[src/sv/md5_pkg.sv]
package md5_pkg;

    localparam int BUF_BYTES  = 64;
    localparam int BYTE_LANES = 4;
    localparam int BUF_WORDS  = BUF_BYTES / BYTE_LANES;

    localparam logic [31:0] IV_A = 32'h67452301;
    localparam logic [31:0] IV_B = 32'hEFCDAB89;
    localparam logic [31:0] IV_C = 32'h98BADCFE;
    localparam logic [31:0] IV_D = 32'h10325476;

    localparam logic [7:0] PAD_MARK = 8'h80;
    localparam logic [5:0] LEN_POS  = 6'd56;
    localparam logic [5:0] LAST_POS = 6'h3F;

    typedef struct packed {
        logic [7:0] data_byte;
        logic       byte_valid;
        logic       message_end;
    } t_md5_in;

    typedef struct packed {
        logic [31:0] digest_word;
        logic [1:0]  word_index;
        logic        last_word;
    } t_md5_out;

    typedef struct packed {
        logic [31:0] a;
        logic [31:0] b;
        logic [31:0] c;
        logic [31:0] d;
    } t_work;

    typedef enum logic [2:0] {
        ST_IDLE,
        ST_PAD,
        ST_COMP,
        ST_FIN,
        ST_OUT
    } t_state;

    typedef enum logic [1:0] {
        PH_MARK,
        PH_ZERO,
        PH_LEN
    } t_phase;

    localparam logic [31:0] MD5_K [0:63] = '{
        32'hd76aa478, 32'he8c7b756, 32'h242070db, 32'hc1bdceee,
        32'hf57c0faf, 32'h4787c62a, 32'ha8304613, 32'hfd469501,
        32'h698098d8, 32'h8b44f7af, 32'hffff5bb1, 32'h895cd7be,
        32'h6b901122, 32'hfd987193, 32'ha679438e, 32'h49b40821,
        32'hf61e2562, 32'hc040b340, 32'h265e5a51, 32'he9b6c7aa,
        32'hd62f105d, 32'h02441453, 32'hd8a1e681, 32'he7d3fbc8,
        32'h21e1cde6, 32'hc33707d6, 32'hf4d50d87, 32'h455a14ed,
        32'ha9e3e905, 32'hfcefa3f8, 32'h676f02d9, 32'h8d2a4c8a,
        32'hfffa3942, 32'h8771f681, 32'h6d9d6122, 32'hfde5380c,
        32'ha4beea44, 32'h4bdecfa9, 32'hf6bb4b60, 32'hbebfbc70,
        32'h289b7ec6, 32'heaa127fa, 32'hd4ef3085, 32'h04881d05,
        32'hd9d4d039, 32'he6db99e5, 32'h1fa27cf8, 32'hc4ac5665,
        32'hf4292244, 32'h432aff97, 32'hab9423a7, 32'hfc93a039,
        32'h655b59c3, 32'h8f0ccc92, 32'hffeff47d, 32'h85845dd1,
        32'h6fa87e4f, 32'hfe2ce6e0, 32'ha3014314, 32'h4e0811a1,
        32'hf7537e82, 32'hbd3af235, 32'h2ad7d2bb, 32'heb86d391
    };

    // message word used by a step
    function automatic logic [3:0] md5_msg_index(input logic [5:0] step);
        logic [3:0] s;
        logic [3:0] g;
        s = step[3:0];
        unique case (step[5:4])
            2'd0: g = s;
            2'd1: g = (s << 2) + s + 4'd1;
            2'd2: g = (s << 1) + s + 4'd5;
            2'd3: g = (s << 3) - s;
            default: g = s;
        endcase
        return g;
    endfunction

    function automatic logic [4:0] md5_rot(input logic [5:0] step);
        logic [4:0] r;
        unique case ({step[5:4], step[1:0]})
            4'h0: r = 5'd7;
            4'h1: r = 5'd12;
            4'h2: r = 5'd17;
            4'h3: r = 5'd22;
            4'h4: r = 5'd5;
            4'h5: r = 5'd9;
            4'h6: r = 5'd14;
            4'h7: r = 5'd20;
            4'h8: r = 5'd4;
            4'h9: r = 5'd11;
            4'hA: r = 5'd16;
            4'hB: r = 5'd23;
            4'hC: r = 5'd6;
            4'hD: r = 5'd10;
            4'hE: r = 5'd15;
            4'hF: r = 5'd21;
            default: r = 5'd7;
        endcase
        return r;
    endfunction

endpackage

[src/sv/md5_message_digest.sv]
// Bytes are taken one per cycle while the block buffer fills; the byte that completes
// a 64-byte block stalls input through the 64 compression steps (one step per cycle,
// behind the buffer RAM's read latency) and the chaining-word add.
// A message end writes 9 to 72 pad bytes, runs one or two compressions,
// then gives four digest words, one per cycle while i_out_stall is low. Reset (i_rst_n low,
// synchronous) loads the IV and clears the bit count; the buffer RAM is not cleared.
module md5_message_digest (
    input  logic              i_clk,
    input  logic              i_rst_n,
    input  logic              i_in_valid,
    output logic              o_in_stall,
    input  md5_pkg::t_md5_in  i_in_data,
    output logic              o_out_valid,
    input  logic              i_out_stall,
    output md5_pkg::t_md5_out o_out_data
);
    import md5_pkg::*;

    localparam int AW = $clog2(BUF_WORDS);

    t_state      r_state;
    t_state      n_state;
    t_state      r_after;
    t_phase      r_phase;
    logic [5:0]  r_pos;
    logic [63:0] r_bit_count;
    logic [63:0] r_len;
    logic [31:0] r_chain [4];
    logic [1:0]  r_out_idx;
    logic [6:0]  r_cnt;
    t_work       r_work;
    t_work       step_work;

    logic          ram_we;
    logic [7:0]    ram_wdata;
    logic [AW-1:0] ram_raddr;
    logic [31:0]   msg_word;
    logic [5:0]    step_idx;
    logic          pos_wrap;
    logic [5:0]    pos_inc;

    assign pos_inc  = r_pos + 6'd1;
    assign pos_wrap = ram_we && (r_pos == LAST_POS);
    assign step_idx = r_cnt[5:0] - 6'd1;
    assign ram_raddr = md5_msg_index(r_cnt[5:0]);

    // next state
    always_comb begin
        n_state = r_state;
        unique case (r_state)
            ST_IDLE: begin
                if (i_in_valid) begin
                    if (pos_wrap) begin
                        n_state = ST_COMP;
                    end else if (i_in_data.message_end) begin
                        n_state = ST_PAD;
                    end
                end
            end
            ST_PAD: begin
                if (pos_wrap) begin
                    n_state = ST_COMP;
                end
            end
            ST_COMP: begin
                if (r_cnt[6]) begin
                    n_state = ST_FIN;
                end
            end
            ST_FIN: n_state = r_after;
            ST_OUT: begin
                if (!i_out_stall && r_out_idx == 2'd3) begin
                    n_state = ST_IDLE;
                end
            end
            default: n_state = ST_IDLE;
        endcase
    end

    // outputs and buffer write port
    always_comb begin
        o_in_stall  = 1'b1;
        o_out_valid = 1'b0;
        ram_we      = 1'b0;
        ram_wdata   = i_in_data.data_byte;
        unique case (r_state)
            ST_IDLE: begin
                o_in_stall = 1'b0;
                ram_we     = i_in_valid && i_in_data.byte_valid;
            end
            ST_PAD: begin
                ram_we = 1'b1;
                unique case (r_phase)
                    PH_MARK: ram_wdata = PAD_MARK;
                    PH_ZERO: ram_wdata = '0;
                    PH_LEN:  ram_wdata = r_len[{r_pos[2:0], 3'b000} +: 8];
                    default: ram_wdata = '0;
                endcase
            end
            ST_OUT: o_out_valid = 1'b1;
            default: ;
        endcase
    end

    assign o_out_data.digest_word = r_chain[r_out_idx];
    assign o_out_data.word_index  = r_out_idx;
    assign o_out_data.last_word   = (r_out_idx == 2'd3);

    for (genvar lane = 0; lane < BYTE_LANES; lane++) begin : g_lane
        md5_ram #(
            .WIDTH(8),
            .DEPTH(BUF_WORDS)
        ) u_ram (
            .i_clk  (i_clk),
            .i_we   (ram_we && (r_pos[1:0] == 2'(lane))),
            .i_waddr(r_pos[5:2]),
            .i_wdata(ram_wdata),
            .i_raddr(ram_raddr),
            .o_rdata(msg_word[8*lane +: 8])
        );
    end

    md5_step u_step (
        .i_work(r_work),
        .i_m   (msg_word),
        .i_step(step_idx),
        .o_work(step_work)
    );

    always_ff @(posedge i_clk) begin
        if (!i_rst_n) begin
            r_state     <= ST_IDLE;
            r_after     <= ST_IDLE;
            r_phase     <= PH_MARK;
            r_pos       <= '0;
            r_bit_count <= '0;
            r_out_idx   <= '0;
            r_cnt       <= '0;
            r_chain[0]  <= IV_A;
            r_chain[1]  <= IV_B;
            r_chain[2]  <= IV_C;
            r_chain[3]  <= IV_D;
        end else begin
            r_state <= n_state;
            if (ram_we) begin
                r_pos <= pos_inc;
            end
            if (pos_wrap) begin
                r_cnt <= '0;
            end
            unique case (r_state)
                ST_IDLE: begin
                    if (i_in_valid) begin
                        if (i_in_data.message_end) begin
                            r_bit_count <= '0;
                            r_phase     <= PH_MARK;
                        end else if (i_in_data.byte_valid) begin
                            r_bit_count <= r_bit_count + 64'd8;
                        end
                        r_after <= i_in_data.message_end ? ST_PAD : ST_IDLE;
                    end
                end
                ST_PAD: begin
                    if (r_phase != PH_LEN) begin
                        r_phase <= (pos_inc == LEN_POS) ? PH_LEN : PH_ZERO;
                    end
                    r_after <= (r_phase == PH_LEN) ? ST_OUT : ST_PAD;
                end
                ST_COMP: r_cnt <= r_cnt + 7'd1;
                ST_FIN: begin
                    r_chain[0] <= r_chain[0] + r_work.a;
                    r_chain[1] <= r_chain[1] + r_work.b;
                    r_chain[2] <= r_chain[2] + r_work.c;
                    r_chain[3] <= r_chain[3] + r_work.d;
                end
                ST_OUT: begin
                    if (!i_out_stall) begin
                        r_out_idx <= r_out_idx + 2'd1;
                        if (r_out_idx == 2'd3) begin
                            r_chain[0] <= IV_A;
                            r_chain[1] <= IV_B;
                            r_chain[2] <= IV_C;
                            r_chain[3] <= IV_D;
                        end
                    end
                end
                default: ;
            endcase
        end
    end

    // working variables and latched length
    always_ff @(posedge i_clk) begin
        if (r_state == ST_IDLE && i_in_valid && i_in_data.message_end) begin
            r_len <= r_bit_count + (i_in_data.byte_valid ? 64'd8 : 64'd0);
        end
        if (pos_wrap) begin
            r_work <= '{a: r_chain[0], b: r_chain[1], c: r_chain[2], d: r_chain[3]};
        end else if (r_state == ST_COMP && r_cnt != 7'd0) begin
            r_work <= step_work;
        end
    end

endmodule

[src/sv/md5_ram.sv]
module md5_ram #(
    parameter int WIDTH = 8,
    parameter int DEPTH = 16
) (
    input  logic                     i_clk,
    input  logic                     i_we,
    input  logic [$clog2(DEPTH)-1:0] i_waddr,
    input  logic [WIDTH-1:0]         i_wdata,
    input  logic [$clog2(DEPTH)-1:0] i_raddr,
    output logic [WIDTH-1:0]         o_rdata
);

    logic [WIDTH-1:0] r_mem [DEPTH];
    logic [WIDTH-1:0] r_rdata;

    always_ff @(posedge i_clk) begin
        if (i_we) begin
            r_mem[i_waddr] <= i_wdata;
        end
        r_rdata <= r_mem[i_raddr];
    end

    assign o_rdata = r_rdata;

endmodule

[src/sv/md5_step.sv]
module md5_step (
    input  md5_pkg::t_work i_work,
    input  logic [31:0]    i_m,
    input  logic [5:0]     i_step,
    output md5_pkg::t_work o_work
);
    import md5_pkg::*;

    logic [31:0] f;
    logic [31:0] sum;
    logic [4:0]  rot;
    logic [63:0] rot_dbl;

    always_comb begin
        unique case (i_step[5:4])
            2'd0: f = (i_work.b & i_work.c) | (~i_work.b & i_work.d);
            2'd1: f = (i_work.b & i_work.d) | (i_work.c & ~i_work.d);
            2'd2: f = i_work.b ^ i_work.c ^ i_work.d;
            2'd3: f = i_work.c ^ (i_work.b | ~i_work.d);
            default: f = '0;
        endcase
    end

    assign sum     = i_work.a + f + MD5_K[i_step] + i_m;
    assign rot     = md5_rot(i_step);
    assign rot_dbl = {sum, sum} << rot;

    assign o_work.a = i_work.d;
    assign o_work.b = i_work.b + rot_dbl[63:32];
    assign o_work.c = i_work.b;
    assign o_work.d = i_work.c;

endmodule

[config.mk]
export PLATFORM = sky130hd
export DESIGN_NAME = md5_message_digest
export DESIGN_NICKNAME = d
export VERILOG_FILES = /design/src/sv/md5_pkg.sv /design/src/sv/md5_message_digest.sv /design/src/sv/md5_ram.sv /design/src/sv/md5_step.sv
export SDC_FILE = /design/constraint.sdc
export NUM_CORES = 2
export LEC_CHECK = 0
export ABC_AREA = 1
export ABC_CLOCK_PERIOD_IN_PS = 9500
export CORE_MARGIN = 4
export CORE_UTILIZATION = 25
export DETAILED_ROUTE_END_ITERATION = 8
export DONT_BUFFER_PORTS = 1
export PLACE_DENSITY = 0.45
export SYNTH_ARGS = -nofsm -noshare
export SYNTH_HDL_FRONTEND = slang
export SYNTH_SLANG_ARGS = --single-unit
[constraint.sdc]
create_clock -name i_clk -period 9.5 [get_ports i_clk]
set_input_delay 0.475 -clock i_clk [delete_from_list [all_inputs] [get_ports i_clk]]
set_output_delay 0.475 -clock i_clk [all_outputs]
set_load 0.03 [all_outputs]
==> flow_summary.yaml <==
worst_setup_path:
  crit_path_max_fanout: 15
  crit_top_cell: "nand2_1"
  worstSetupStartpointType: "flip-flop"
  end_kind: "flip-flop"
  cpPeakStageDelay_ns: 0.54
  rr_worst_depth: 48
  cp_data_arrival_time_ns: 9.32
  required_ns: 10.03
  cp_slowest_cell: "fa_1"
  cp.buffers_inverters: 6
  crit_type: "flip-flop to flip-flop"
  cp_num_cells: 48
  critPathTopFamily: "simple AND/OR/NAND/NOR gates"
drt:
  wl_met1_um: 109000
  route.met3.wl_um: 11700
  routed_via_density: 5.07
  dr.pass1.iters: 8
  routed.top_layer: "met4"
  routedWlPerCell_um: 23.7
  wl_met2_um: 110000
  vias: 51100
  totalWireLength_um: 238000
  initialDrtViolationCount: 4738
  ant_nets: 0
  route.detailed.drc: 0
placed_design:
  place_congestion: 0.966
  place_area_mm2: 0.0626
  dp_hpwl_um: 174000
  port_buffers: 0
cts:
  clk_latency_ns: 0.83
  clk_pin_slew_worst_paths_ns: 0.06
  root_buffer: "clkbuf_16"
  cts_buffer_depth: 3
  htreeDepth: 3
  cts_sinks: 946
  tritoncts: "done"
  numCtsBuffers: 108
floorplan:
  die_area_mm2: 0.237
  chipHeight_um: 487
  fp.dieW_um: 487
  rows: 175
  core_area_mm2: 0.228
  start_util: 0.252
  io_pins: 51
global_route:
  grt_usage: 0.195
  grt_pass1_wl_um: 344000
  grt_pass1_vias: 49100
  grt_max_degree: 174
  antenna_found_initial: 5
  gr-total-overflow: 0
sta:
  max_freq_ghz: 0.114
  timing_hold_violations_final: 0
  finalClockSkew_ns: 0.106
  finalCritPeriodShare: 0.926
  worst_pin_slew_ns: 1.33
  relSlewSlack: 0.127
  rsz0062_at_grt: "false"
  fin_crit_ns: 8.80
  slew_viol_final: 0
  setup_violations: 0
yosys:
  synth_xor_area_frac: 0.0272
  synth.net_count: 7104
  synth-seq-area-share: 0.464
  synth_top_flop_cell: "edfxtp_1"
  ys_warn_count: 0
  ys_ff_latch: 946
  muxShareOfSynthArea: 0
  synth_top_family_by_area: "simple AND/OR/NAND/NOR gates"
  synthArstFlopShare: 0
  synth_compound_area_frac: 0.181
  syn_inst: 6797
  synthAdderAreaFrac: 0.0731
  avgSynthCellArea_um2: 8.44
  ys_types: 74
  synth_edf_count: 765
  synthSimpleGateAreaFrac: 0.189
  syn-cell-area_mm2: 0.0573
finish:
  final_nets: 7268
  final.fill_count: 24400
  final_common_cell: "nand2_1"
  layout-drive-gt1-share: 0.0888
  final_area_mm2: 0.0664
  final_cell_mix: "1083 x nand2_1, 842 x nor2_1, 837 x o21ai_0"
  syn_to_final_growth_pct: 15.8
  fin_util: 0.292
worst_hold_path:
  hold_depth: 5
  hold_class: "input pin to flip-flop"
pwr:
  vdd_ir_drop_max_mv: 0.167
  p_leak_nw: 24.8
  power_density_mw_per_mm2: 151
run_status:
  status: "complete, no violations"
run:
  maxCapViolations: 0
## cells by family (layout without fill, tap and decap cells)
family          count (synthesis)  in the layout
fa+ha+maj                     293            293
other cells                     0              4
compound gates               1815           1815
flops                         946            946
buf+inv                       978           1234
xor+xnor                      178            178
simple gates                 2587           2587
## cells in the mapped netlist (15+ instances only)
cell / n / area share
a31oi_1: 34 / 0.0037
a211oi_1: 25 / 0.0033
xor2_1: 136 / 0.021
inv_2: 15 / 0.00098
or2_2: 32 / 0.0035
edfxtp_1: 765 / 0.40
buf_2: 23 / 0.0020
nand3_1: 408 / 0.036
o21ai_1: 30 / 0.0026
nor3_1: 76 / 0.0066
o221ai_1: 116 / 0.018
a21oi_1: 492 / 0.043
o22ai_1: 70 / 0.0076
a21o_1: 19 / 0.0025
nand2_1: 1087 / 0.071
nand4_1: 43 / 0.0047
nor4_1: 39 / 0.0043
xnor2_1: 42 / 0.0064
o211ai_1: 35 / 0.0046
clkbuf_1: 236 / 0.015
o21ai_0: 842 / 0.074
dfxtp_1: 181 / 0.063
nor2_1: 848 / 0.056
ha_1: 223 / 0.049
fa_1: 70 / 0.024
a221oi_1: 23 / 0.0035
o21a_1: 33 / 0.0043
inv_1: 671 / 0.044
## worst paths after layout
path                                                    from                           end  slack (ns)
worst max-delay path                   r_cnt[1]$_SDFFE_PN0P_          r_work[88]$_DFFE_PP_        0.70
worst min-delay path                              i_in_valid       r_after[2]$_SDFFE_PN0P_        0.08
worst min register to register  r_bit_count[45]$_SDFFE_PN0P_  r_bit_count[45]$_SDFFE_PN0P_        0.45
worst max register to register         r_cnt[1]$_SDFFE_PN0P_          r_work[88]$_DFFE_PP_        0.70
## layer usage
| layer | GRT usage | up-vias |
|---|---|---|
| met4 | 0.0586 | 0 |
| li1 | - | 24100 |
| met2 | 0.321 | 1536 |
| met3 | 0.0214 | 331 |
| met5 | 0 | - |
| met1 | 0.269 | 25100 |
## power by group
part | switching, W | leakage, nW | internal, W | total, W
registers | 0.0000279 | 8.37 | 0.00456 | 0.00459
logic | 0.000744 | 14.7 | 0.000397 | 0.00114
clock network | 0.00188 | 1.74 | 0.00239 | 0.00427
## cell type report
type / instances / area [µm²] / share of cell area
Multi-Input combinational cell: 4873 / 27200 / 0.409
Inverter: 693 / 2620 / 0.0395
Sequential cell: 946 / 26600 / 0.401
Timing Repair Buffer: 339 / 2630 / 0.0397
Clock buffer: 151 / 3020 / 0.0454
Tap cell: 3009 / 3760 / 0.0567
Antenna cell: 4 / 10.0 / 0.000151
Clock inverter: 51 / 559 / 0.00843
## flip-flops by register name, indices dropped and copies added (netlist names), named ones only
| signal | flops |
|---|---|
| g_lane.u_ram.o_rdata | 32 |
| r_out_idx | 2 |
| r_bit_count | 61 |
| r_len | 61 |
| r_state | 3 |
| r_pos | 6 |
| r_after | 2 |
| r_chain | 128 |
| r_work | 128 |
| g_lane.u_ram.r_mem | 512 |
| r_cnt | 7 |
| r_phase | 2 |
## worst register-to-register path: cells and delay by family (launching register included)
kind,cells,cell delay [ns]
AND/OR/NAND/NOR,26,2.86
adder cells (fa/ha/maj),7,2.57
buffers and inverters,6,0.83
AO/OA/AOI/OAI,9,2.05
flip-flops,1,0.31
## what timing repair did
action	CTS	global route
endpoints found under the hold margin	14	0
gates cloned	0	0
gates resized for setup	1	21
endpoints found under the setup margin	1	16
pin swaps	0	1
hold buffers	7	0
setup buffers	0	7
## stage by stage
stage	std cells	setup TNS (ns)	hold slack (ns)	worst slack, ns	power, W
after floorplan	6797	0	0.422	0.344	0.00530
after global placement	9844	-0.311	0.435	-0.102	0.00582
after detailed placement	9846	-0.123	0.442	-0.0978	0.00582
after CTS	10100	0	0.00237	0.0562	0.0101
after global routing	10100	0	0.0479	0.00241	0.0104
final	10100	0	0.0808	0.701	0.0100
Note: power is estimated with default switching activity, not from simulation.
